[src/design/wts_pkg.sv]
// Shared constants, types and helper functions of the whitespace token splitter.
`default_nettype none
package wts_pkg;

    localparam int MAX_TOKENS     = 1024;
    localparam int MAX_TEXT_BYTES = 65536;

    localparam int BYTE_W   = 8;
    localparam int POS_W    = $clog2(MAX_TEXT_BYTES + 1);
    localparam int CNT_W    = $clog2(MAX_TOKENS + 1);
    localparam int OFFSET_W = 16;
    localparam int LENGTH_W = 16;
    localparam int LINE_W   = 17;
    localparam int IDX_W    = 10;

    localparam int OFFSET_MAX = 65535;
    localparam int LINE_MAX   = 65536;

    localparam logic [BYTE_W-1:0] CH_NUL   = 8'h00;
    localparam logic [BYTE_W-1:0] CH_TAB   = 8'h09;
    localparam logic [BYTE_W-1:0] CH_LF    = 8'h0A;
    localparam logic [BYTE_W-1:0] CH_CR    = 8'h0D;
    localparam logic [BYTE_W-1:0] CH_SPACE = 8'h20;
    localparam logic [BYTE_W-1:0] CH_MINUS = 8'h2D;
    localparam logic [BYTE_W-1:0] CH_ZERO  = 8'h30;
    localparam logic [BYTE_W-1:0] CH_NINE  = 8'h39;

    typedef enum logic [3:0] {
        CLS_EMPTY  = 4'b0001,
        CLS_MINUS  = 4'b0010,
        CLS_DIGITS = 4'b0100,
        CLS_OTHER  = 4'b1000
    } t_class;

    typedef struct packed {
        logic                token_valid;
        logic                is_number;
        logic [OFFSET_W-1:0] start_offset;
        logic [LENGTH_W-1:0] token_length;
        logic [LINE_W-1:0]   line_number;
        logic [LINE_W-1:0]   column;
        logic [IDX_W-1:0]    token_index;
        logic                dropped;
        logic                end_of_text;
    } t_result;

    function automatic logic is_sep(input logic [BYTE_W-1:0] c);
        return c inside {CH_SPACE, CH_LF, CH_TAB, CH_CR};
    endfunction

    function automatic t_class next_class(input t_class cls, input logic [BYTE_W-1:0] c);
        logic digit;
        t_class nxt;
        digit = c inside {[CH_ZERO:CH_NINE]};
        case (cls)
            CLS_EMPTY: begin
                if (c == CH_MINUS) nxt = CLS_MINUS;
                else if (digit)    nxt = CLS_DIGITS;
                else               nxt = CLS_OTHER;
            end
            CLS_MINUS, CLS_DIGITS: begin
                nxt = digit ? CLS_DIGITS : CLS_OTHER;
            end
            default: begin
                nxt = CLS_OTHER;
            end
        endcase
        return nxt;
    endfunction

    // Advance a position counter, stopping at the text limit.
    function automatic logic [POS_W-1:0] inc_pos(input logic [POS_W-1:0] v);
        return (v == POS_W'(MAX_TEXT_BYTES)) ? v : v + POS_W'(1);
    endfunction

    function automatic logic [OFFSET_W-1:0] cap_offset(input logic [POS_W-1:0] v);
        return (32'(v) > 32'(OFFSET_MAX)) ? OFFSET_W'(OFFSET_MAX) : OFFSET_W'(v);
    endfunction

    // 1-based column from a start and a line start; start never lies before line start.
    function automatic logic [LINE_W-1:0] make_column(input logic [POS_W-1:0] start,
                                                      input logic [POS_W-1:0] lbeg);
        logic [31:0] col;
        col = 32'(start - lbeg) + 32'd1;
        return (col > 32'(LINE_MAX)) ? LINE_W'(LINE_MAX) : LINE_W'(col);
    endfunction

endpackage
`default_nettype wire

[src/design/wts_if.sv]
// Handshake channels of the token splitter: text bytes in, token reports out.
`default_nettype none
interface wts_text_if;
    logic       valid;
    logic       ready;
    logic [7:0] text_byte;

    modport source (output valid, output text_byte, input ready);
    modport sink   (input valid, input text_byte, output ready);
endinterface

interface wts_token_if;
    logic        valid;
    logic        ready;
    logic        token_valid;
    logic        is_number;
    logic [15:0] start_offset;
    logic [15:0] token_length;
    logic [16:0] line_number;
    logic [16:0] column;
    logic [9:0]  token_index;
    logic        dropped;
    logic        end_of_text;

    modport source (output valid, output token_valid, output is_number,
                    output start_offset, output token_length, output line_number,
                    output column, output token_index, output dropped,
                    output end_of_text, input ready);
    modport sink   (input valid, input token_valid, input is_number,
                    input start_offset, input token_length, input line_number,
                    input column, input token_index, input dropped,
                    input end_of_text, output ready);
endinterface
`default_nettype wire

[src/design/wts_core.sv]
// Token splitter state: counters, class tracking and formation of the report for each token and text end.
`default_nettype none
module wts_core (
    input  logic                  i_clk,
    input  logic                  i_rst_n,
    input  logic                  i_step,
    input  logic [wts_pkg::BYTE_W-1:0] i_byte,
    output logic                  o_emit,
    output wts_pkg::t_result      o_result
);
    import wts_pkg::*;

    logic [POS_W-1:0]  r_position,    n_position;
    logic [POS_W-1:0]  r_token_begin, n_token_begin;
    logic [POS_W-1:0]  r_line_begin,  n_line_begin;
    logic [LINE_W-1:0] r_line_count,  n_line_count;
    logic [CNT_W-1:0]  r_stored,      n_stored;
    t_class            r_class,       n_class;

    logic             is_end;
    logic             sep;
    logic             pending;
    logic             keep;
    logic [POS_W-1:0] pos_inc;

    always_comb begin
        is_end  = (i_byte == CH_NUL);
        sep     = is_sep(i_byte);
        pending = (r_class != CLS_EMPTY);
        keep    = (r_stored < CNT_W'(MAX_TOKENS));
        pos_inc = inc_pos(r_position);
        o_emit  = is_end || (sep && pending);
    end

    always_comb begin
        o_result             = '0;
        o_result.line_number = r_line_count;
        o_result.end_of_text = is_end;
        if (pending) begin
            o_result.token_valid  = keep;
            o_result.is_number    = (r_class == CLS_DIGITS);
            o_result.start_offset = cap_offset(r_token_begin);
            o_result.token_length = cap_offset(r_position - r_token_begin);
            o_result.column       = make_column(r_token_begin, r_line_begin);
            o_result.token_index  = keep ? IDX_W'(r_stored) : '0;
            o_result.dropped      = !keep;
        end else begin
            o_result.start_offset = cap_offset(r_position);
            o_result.column       = make_column(r_position, r_line_begin);
        end
    end

    always_comb begin
        n_position    = r_position;
        n_token_begin = r_token_begin;
        n_line_begin  = r_line_begin;
        n_line_count  = r_line_count;
        n_stored      = r_stored;
        n_class       = r_class;
        if (i_step) begin
            if (is_end) begin
                // restart everything for the next text
                n_position    = '0;
                n_token_begin = '0;
                n_line_begin  = '0;
                n_line_count  = LINE_W'(1);
                n_stored      = '0;
                n_class       = CLS_EMPTY;
            end else if (sep) begin
                if (pending && keep) begin
                    n_stored = r_stored + CNT_W'(1);
                end
                n_class       = CLS_EMPTY;
                n_position    = pos_inc;
                n_token_begin = pos_inc;
                if (i_byte == CH_LF) begin
                    n_line_begin = pos_inc;
                    if (r_line_count != LINE_W'(LINE_MAX)) begin
                        n_line_count = r_line_count + LINE_W'(1);
                    end
                end
            end else begin
                n_class    = next_class(r_class, i_byte);
                n_position = pos_inc;
            end
        end
    end

    always_ff @(posedge i_clk) begin
        if (!i_rst_n) begin
            r_position    <= '0;
            r_token_begin <= '0;
            r_line_begin  <= '0;
            r_line_count  <= LINE_W'(1);
            r_stored      <= '0;
            r_class       <= CLS_EMPTY;
        end else begin
            r_position    <= n_position;
            r_token_begin <= n_token_begin;
            r_line_begin  <= n_line_begin;
            r_line_count  <= n_line_count;
            r_stored      <= n_stored;
            r_class       <= n_class;
        end
    end

endmodule
`default_nettype wire

[src/design/wts_out_reg.sv]
// Result register of the token splitter: holds one report until the sink takes it.
`default_nettype none
module wts_out_reg (
    input  logic             i_clk,
    input  logic             i_rst_n,
    input  logic             i_load,
    input  wts_pkg::t_result i_result,
    input  logic             i_ready,
    output logic             o_space,
    output logic             o_valid,
    output wts_pkg::t_result o_result
);
    import wts_pkg::*;

    logic    r_valid;
    t_result r_result;

    // free when empty or when the held word leaves this cycle
    assign o_space  = !r_valid || i_ready;
    assign o_valid  = r_valid;
    assign o_result = r_result;

    always_ff @(posedge i_clk) begin
        if (!i_rst_n) begin
            r_valid <= 1'b0;
        end else if (i_load) begin
            r_valid <= 1'b1;
        end else if (i_ready) begin
            r_valid <= 1'b0;
        end
    end

    always_ff @(posedge i_clk) begin
        if (i_load) begin
            r_result <= i_result;
        end
    end

endmodule
`default_nettype wire

[src/design/whitespace_token_splitter.sv]
// Top level of the whitespace token splitter: input register, core and result register.
// A byte taken sits in the input register; when it advances, its report is loaded into
//   the result register, raising o_tok.valid.
// Throughput: one byte per cycle while reports find space; a stalled sink stops intake
//   once the result register is full and the held byte makes a report.
// Reset (synchronous, active low): empties both registers and restarts all counters.
`default_nettype none
module whitespace_token_splitter (
    input  logic         i_clk,
    input  logic         i_rst_n,
    wts_text_if.sink     i_text,
    wts_token_if.source  o_tok
);
    import wts_pkg::*;

    // Input register: one text byte waiting for the core.
    logic              r_in_valid;
    logic [BYTE_W-1:0] r_in_byte;

    logic    emit;
    logic    space;
    logic    advance;
    t_result core_result;
    t_result out_result;

    // Advance the held byte when it makes no report, or when the result register is free.
    assign advance      = r_in_valid && (!emit || space);
    assign i_text.ready = !r_in_valid || advance;

    always_ff @(posedge i_clk) begin
        if (!i_rst_n) begin
            r_in_valid <= 1'b0;
        end else if (i_text.ready) begin
            r_in_valid <= i_text.valid;
        end
    end

    // Payload needs no reset; capture only when a byte is taken.
    always_ff @(posedge i_clk) begin
        if (i_text.valid && i_text.ready) begin
            r_in_byte <= i_text.text_byte;
        end
    end

    // Counters, class tracking and report formation.
    wts_core u_core (
        .i_clk    (i_clk),
        .i_rst_n  (i_rst_n),
        .i_step   (advance),
        .i_byte   (r_in_byte),
        .o_emit   (emit),
        .o_result (core_result)
    );

    // Hold a report until the sink takes it.
    wts_out_reg u_out_reg (
        .i_clk    (i_clk),
        .i_rst_n  (i_rst_n),
        .i_load   (advance && emit),
        .i_result (core_result),
        .i_ready  (o_tok.ready),
        .o_space  (space),
        .o_valid  (o_tok.valid),
        .o_result (out_result)
    );

    // Drive the output channel from the result register.
    assign o_tok.token_valid  = out_result.token_valid;
    assign o_tok.is_number    = out_result.is_number;
    assign o_tok.start_offset = out_result.start_offset;
    assign o_tok.token_length = out_result.token_length;
    assign o_tok.line_number  = out_result.line_number;
    assign o_tok.column       = out_result.column;
    assign o_tok.token_index  = out_result.token_index;
    assign o_tok.dropped      = out_result.dropped;
    assign o_tok.end_of_text  = out_result.end_of_text;

    // A report leaving the core must appear on the output at the next edge.
    a_emit_reaches_out: assert property (@(posedge i_clk) disable iff (!i_rst_n)
        (advance && emit) |=> o_tok.valid)
        else $error("report from core did not reach the result register");

    // An empty input register must always take a new byte.
    a_empty_takes: assert property (@(posedge i_clk) disable iff (!i_rst_n)
        !r_in_valid |-> i_text.ready)
        else $error("input register empty but intake stalled");

    // A dropped token is never also a stored one, and carries index zero.
    a_drop_fields: assert property (@(posedge i_clk) disable iff (!i_rst_n)
        (o_tok.valid && o_tok.dropped) |-> (!o_tok.token_valid && o_tok.token_index == '0))
        else $error("dropped token carries stored-token fields");

endmodule
`default_nettype wire

[src/flat_wrapper.sv]
// flat-port wrapper written by rule: the top's interface ports become plain ports
module whitespace_token_splitter_flat import wts_pkg::*;
  (i_clk, i_rst_n, i_text_valid, i_text_text_byte, i_text_ready, o_tok_valid, o_tok_token_valid, o_tok_is_number, o_tok_start_offset, o_tok_token_length, o_tok_line_number, o_tok_column, o_tok_token_index, o_tok_dropped, o_tok_end_of_text, o_tok_ready);
  wts_text_if i_text_i ();
  wts_token_if o_tok_i ();
  input  logic i_clk;
  input  logic i_rst_n;
  input wire logic [$bits(i_text_i.valid)-1:0] i_text_valid;
  input wire logic [$bits(i_text_i.text_byte)-1:0] i_text_text_byte;
  output wire logic [$bits(i_text_i.ready)-1:0] i_text_ready;
  output wire logic [$bits(o_tok_i.valid)-1:0] o_tok_valid;
  output wire logic [$bits(o_tok_i.token_valid)-1:0] o_tok_token_valid;
  output wire logic [$bits(o_tok_i.is_number)-1:0] o_tok_is_number;
  output wire logic [$bits(o_tok_i.start_offset)-1:0] o_tok_start_offset;
  output wire logic [$bits(o_tok_i.token_length)-1:0] o_tok_token_length;
  output wire logic [$bits(o_tok_i.line_number)-1:0] o_tok_line_number;
  output wire logic [$bits(o_tok_i.column)-1:0] o_tok_column;
  output wire logic [$bits(o_tok_i.token_index)-1:0] o_tok_token_index;
  output wire logic [$bits(o_tok_i.dropped)-1:0] o_tok_dropped;
  output wire logic [$bits(o_tok_i.end_of_text)-1:0] o_tok_end_of_text;
  input wire logic [$bits(o_tok_i.ready)-1:0] o_tok_ready;
  assign i_text_i.valid = i_text_valid;
  assign i_text_i.text_byte = i_text_text_byte;
  assign i_text_ready = i_text_i.ready;
  assign o_tok_valid = o_tok_i.valid;
  assign o_tok_token_valid = o_tok_i.token_valid;
  assign o_tok_is_number = o_tok_i.is_number;
  assign o_tok_start_offset = o_tok_i.start_offset;
  assign o_tok_token_length = o_tok_i.token_length;
  assign o_tok_line_number = o_tok_i.line_number;
  assign o_tok_column = o_tok_i.column;
  assign o_tok_token_index = o_tok_i.token_index;
  assign o_tok_dropped = o_tok_i.dropped;
  assign o_tok_end_of_text = o_tok_i.end_of_text;
  assign o_tok_i.ready = o_tok_ready;
  whitespace_token_splitter u_core (.i_clk(i_clk), .i_rst_n(i_rst_n), .i_text(i_text_i), .o_tok(o_tok_i));
endmodule
[config.mk]
export PLATFORM = sky130hd
export DESIGN_NAME = whitespace_token_splitter_flat
export DESIGN_NICKNAME = d
export VERILOG_FILES = /design/src/design/wts_pkg.sv /design/src/design/wts_if.sv /design/src/design/wts_core.sv /design/src/design/wts_out_reg.sv /design/src/design/whitespace_token_splitter.sv /design/src/flat_wrapper.sv
export SDC_FILE = /design/constraint.sdc
export NUM_CORES = 1
export LEC_CHECK = 0
export BUFFER_PORTS_ARGS = -buffer_cell sky130_fd_sc_hd__buf_2
export CORE_MARGIN = 1.5
export CORE_UTILIZATION = 55
export CTS_CLUSTER_DIAMETER = 30
export DETAILED_ROUTE_END_ITERATION = 6
export HOLD_SLACK_MARGIN = 0.12
export MAX_ROUTING_LAYER = met4
export PLACE_DENSITY = 0.74
export SLEW_MARGIN = 20
export SYNTH_ARGS = -nofsm -noshare
export SYNTH_HDL_FRONTEND = slang
export SYNTH_SLANG_ARGS = --single-unit
[constraint.sdc]
create_clock -name i_clk -period 8.3 [get_ports i_clk]
set_clock_uncertainty 0.2 [all_clocks]
set_input_delay 0.83 -clock i_clk [delete_from_list [all_inputs] [get_ports i_clk]]
set_output_delay 0.83 -clock i_clk [all_outputs]
set_load 0.05 [all_outputs]
==> results.tsv <==
stage	metric	value	unit
run_status	run_status	finished clean	
power_and_ir_drop	switching_share	24.9	%
clock_network	cts.clk_slew.worst_paths	0.08	ns
min_path	min_from	u_core.u_core.r_line_count[16]	
routing	vias	8760	
clock_network	htree_levels	4	
timing	slew_headroom	36.5	%
power_and_ir_drop	p_per_area	154	nW/µm²
final_layout	n_fill_cell	1610	
place	io_buffers	93	
power_and_ir_drop	power.share.clock	44.6	%
timing	tightest_slew	0.952	ns
critical_path	rrSetupSlack	3.92	ns
floorplanning	start_util	56.5	%
critical_path	reg2reg_depth	16	
synth	syn_area	10700	µm²
run	cap_violations	0	
floorplanning	die_area	20200	µm²
floorplanning	core_area	18900	µm²
floorplanning	ios	94	
synth	synth-seq-cells	173	
grt	grt_usage	26.8	%
synth	avgSynthCellArea	9.30	µm²
final_layout	final_cell_mix	nand2_1, nor2_1, buf_2	
place	gp_congestion	0.932	
power_and_ir_drop	p_seq_share	49.1	%
routing	drt_iter0_markers	591	
clock_network	ctsResizeCount	0	
min_path	min_to	u_core.u_out_reg.o_result[45]	
critical_path	worst-path-max-fanout	10	
synth	synth-seq-area-share	40.7	%
timing	hold_violations	0	
critical_path	r2r-end	u_core.u_out_reg.o_result[56]	
clock_network	cts_root_buf	clkbuf_16	
timing	timing.fmax	0.228	GHz
routing	drt-pass1-iter-count	5	
synth	synthCells	1148	
power_and_ir_drop	p_leak	4.55	nW
timing	setup_viol	0	
final_layout	syn2layout_area_growth	12.9	%
critical_path	start_kind	flop	
synth	synth_fp_nets	1221	
final_layout	nets	1309	
critical_path	timing.rr.start	u_core.u_core.r_position[0]	
power_and_ir_drop	p_int	1.39	mW
clock_network	cts_tree	done	
synth	synth_warnings	0	
final_layout	final_common_cell	nand2_1	
grt	grt_pass1_vias	8277	
clock_network	hold_buffers	0	
timing	post-route-period-util	52.7	%
clock_network	clock_latency	0.44	ns
critical_path	endpoint_kind	flop	
grt	gr-total-overflow	0	
power_and_ir_drop	p_sw	0.461	mW
synth	synth-edff-count	88	
timing	tns	0	ns
power_and_ir_drop	combPwrFrac	6.3	%
routing	drcViolationCount	0	
timing	drv_slew	0	
min_path	hold_class	reg2reg	
floorplanning	rows	50	
clock_network	clockBufferDepth	2	
synth	synthDistinctLibCells	81	
critical_path	worstPathArrival	4.35	ns
final_layout	diodes	0	
timing	min_period	4.38	ns
floorplanning	die-height	142	µm
grt	antenna_found_initial	0	
clock_network	cts_buffers	17	
synth	synth_ff_type	edfxtp_1	
final_layout	drive_above_1_share	13.6	%
grt	grt_max_degree	64	
final_layout	final_cell_count_no_fill	1509	
critical_path	crit_type	reg2reg	
clock_network	cts_setup_buffers	0	
routing	wl	25400	µm
place	dp.cells	1477	
grt	grt_pass1_wl	41300	µm
clock_network	cts_sinks	173	
place	dp_hpwl	18700	µm
synth	async_reset_ff_share	0	%
routing	drtAntennaViolNets	0	
routing	wl_per_cell	16.8	µm
floorplanning	chipWidth	142	µm
routing	vias_per_cell	5.81	
timing	rsz0062_at_grt	no	
power_and_ir_drop	vdd.ir_drop.worst	0.138	mV
min_path	holdPathStages	0	
critical_path	required	8.27	ns
==> flip-flops by register name (all words and copies together) (netlist names) <==
signal / cells
u_core.u_core.r_stored: 11
u_core.r_in_valid: 1
u_core.u_out_reg.o_valid: 1
u_core.u_core.r_class: 4
u_core.r_in_byte: 8
u_core.u_core.r_token_begin: 17
u_core.u_core.r_line_count: 17
u_core.u_core.r_line_begin: 17
u_core.u_core.r_position: 17
u_core.u_out_reg.o_result: 80
==> kinds of logic (layout without fill, tap and decap cells) <==
family                   count (synthesis)  count (layout)  share of synthesized area [%]
buffers and inverters                  101             202                           3.60
AO/OA/AOI/OAI                          258             258                           16.3
XOR/XNOR                                97              97                           8.24
AND/OR/NAND/NOR                        426             426                           20.7
adder cells (fa/ha/maj)                 61              61                           7.36
multiplexers                            32              32                           3.13
flip-flops                             173             173                           40.7
==> metal layers <==
metal  vias up  track usage, %  part of all wire (%)
met5         -               -                     0
met4         0            7.92                   2.0
met2       244            42.5                    46
li1       4283               -                     -
met1      4193            35.3                    47
met3        40            4.91                   5.5
==> Yosys cell counts (3+ instances only) <==
master | number | area share, %
a211oi_1 | 8 | 0.56
a21boi_0 | 23 | 1.6
a21o_1 | 12 | 0.84
a21oi_1 | 67 | 3.1
a31oi_1 | 9 | 0.53
and2_1 | 22 | 1.3
and3_1 | 20 | 1.2
and4_1 | 3 | 0.25
and4b_1 | 5 | 0.47
buf_1 | 4 | 0.14
clkbuf_1 | 29 | 1.0
dfxtp_1 | 85 | 16
edfxtp_1 | 88 | 25
fa_1 | 3 | 0.56
ha_1 | 58 | 6.8
inv_1 | 66 | 2.3
mux2i_1 | 30 | 2.8
nand2_1 | 108 | 3.8
nand2b_1 | 9 | 0.53
nand3_1 | 31 | 1.5
nand3b_1 | 4 | 0.28
nand4_1 | 13 | 0.76
nor2_1 | 96 | 3.4
nor2b_1 | 38 | 2.2
nor3_1 | 25 | 1.2
nor4_1 | 11 | 0.64
nor4b_1 | 4 | 0.33
o211ai_1 | 11 | 0.77
o21a_1 | 10 | 0.70
o21ai_0 | 41 | 1.9
o21ai_1 | 14 | 0.66
o21bai_1 | 7 | 0.49
o22a_1 | 16 | 1.3
o22ai_1 | 8 | 0.47
or3_1 | 21 | 1.2
xnor2_1 | 45 | 3.7
xor2_1 | 48 | 3.9
==> final cells by class <==
type	instances	area, µm²	share of cell area, %
Clock buffer	19	453	3.76
Clock inverter	13	168	1.39
Inverter	66	248	2.06
Multi-Input combinational cell	874	5960	49.5
Sequential cell	173	4340	36.1
Tap cell	260	325	2.70
Timing Repair Buffer	104	548	4.55
==> power groups by stage <==
stage | sequential, mW | combinational [mW] | clock, mW
6_report | 0.909 | 0.117 | 0.827
5_1_grt | 0.910 | 0.127 | 0.868
4_1_cts | 0.909 | 0.116 | 0.834
3_5_place_dp | 0.928 | 0.116 | 0
3_3_place_gp | 0.928 | 0.115 | 0
2_1_floorplan | 0.929 | 0.0803 | 0
==> critical path, cell delays in order (launching register included) <==
cell and delay (ns):
dfxtp_1 0.38, inv_1 0.15, ha_1 0.18, inv_1 0.06, fa_1 0.45, a21o_1 0.17, a21oi_1 0.25, o21bai_1 0.13
a31oi_1 0.25, o21ai_0 0.18, nor4_1 0.21, nor2_1 0.11, a31oi_1 0.25, o21ai_0 0.15, xnor2_1 0.58, buf_4 0.33
a21oi_1 0.09
==> per-stage QoR <==
step	utilization, %	total power [mW]	cell area, µm²	setup WS [ns]	hold slack [ns]
2_1_floorplan	-	1.01	10700	1.90	0.243
3_3_place_gp	60.5	1.04	11400	4.15	0.266
3_5_place_dp	60.5	1.04	11400	4.00	0.283
4_1_cts	63.8	1.86	12100	3.99	0.311
5_1_grt	63.8	1.90	12100	3.53	0.322
6_report	63.8	1.85	12100	3.92	0.308
==> worst max-delay path by stage <==
stage / startpoint / end / cells after the start
after floorplan: u_core.u_core.r_class[2] / u_core.u_out_reg.o_result[0] / 8
after global placement: u_core.u_core.r_position[0] / u_core.u_out_reg.o_result[54] / 16
after detailed placement: u_core.u_core.r_position[0] / u_core.u_out_reg.o_result[54] / 16
after CTS: u_core.u_core.r_position[0] / u_core.u_out_reg.o_result[54] / 16
after global routing: u_core.u_core.r_position[0] / u_core.u_out_reg.o_result[60] / 16
final: u_core.u_core.r_position[0] / u_core.u_out_reg.o_result[56] / 16
Note: power is estimated with default switching activity, not from simulation.
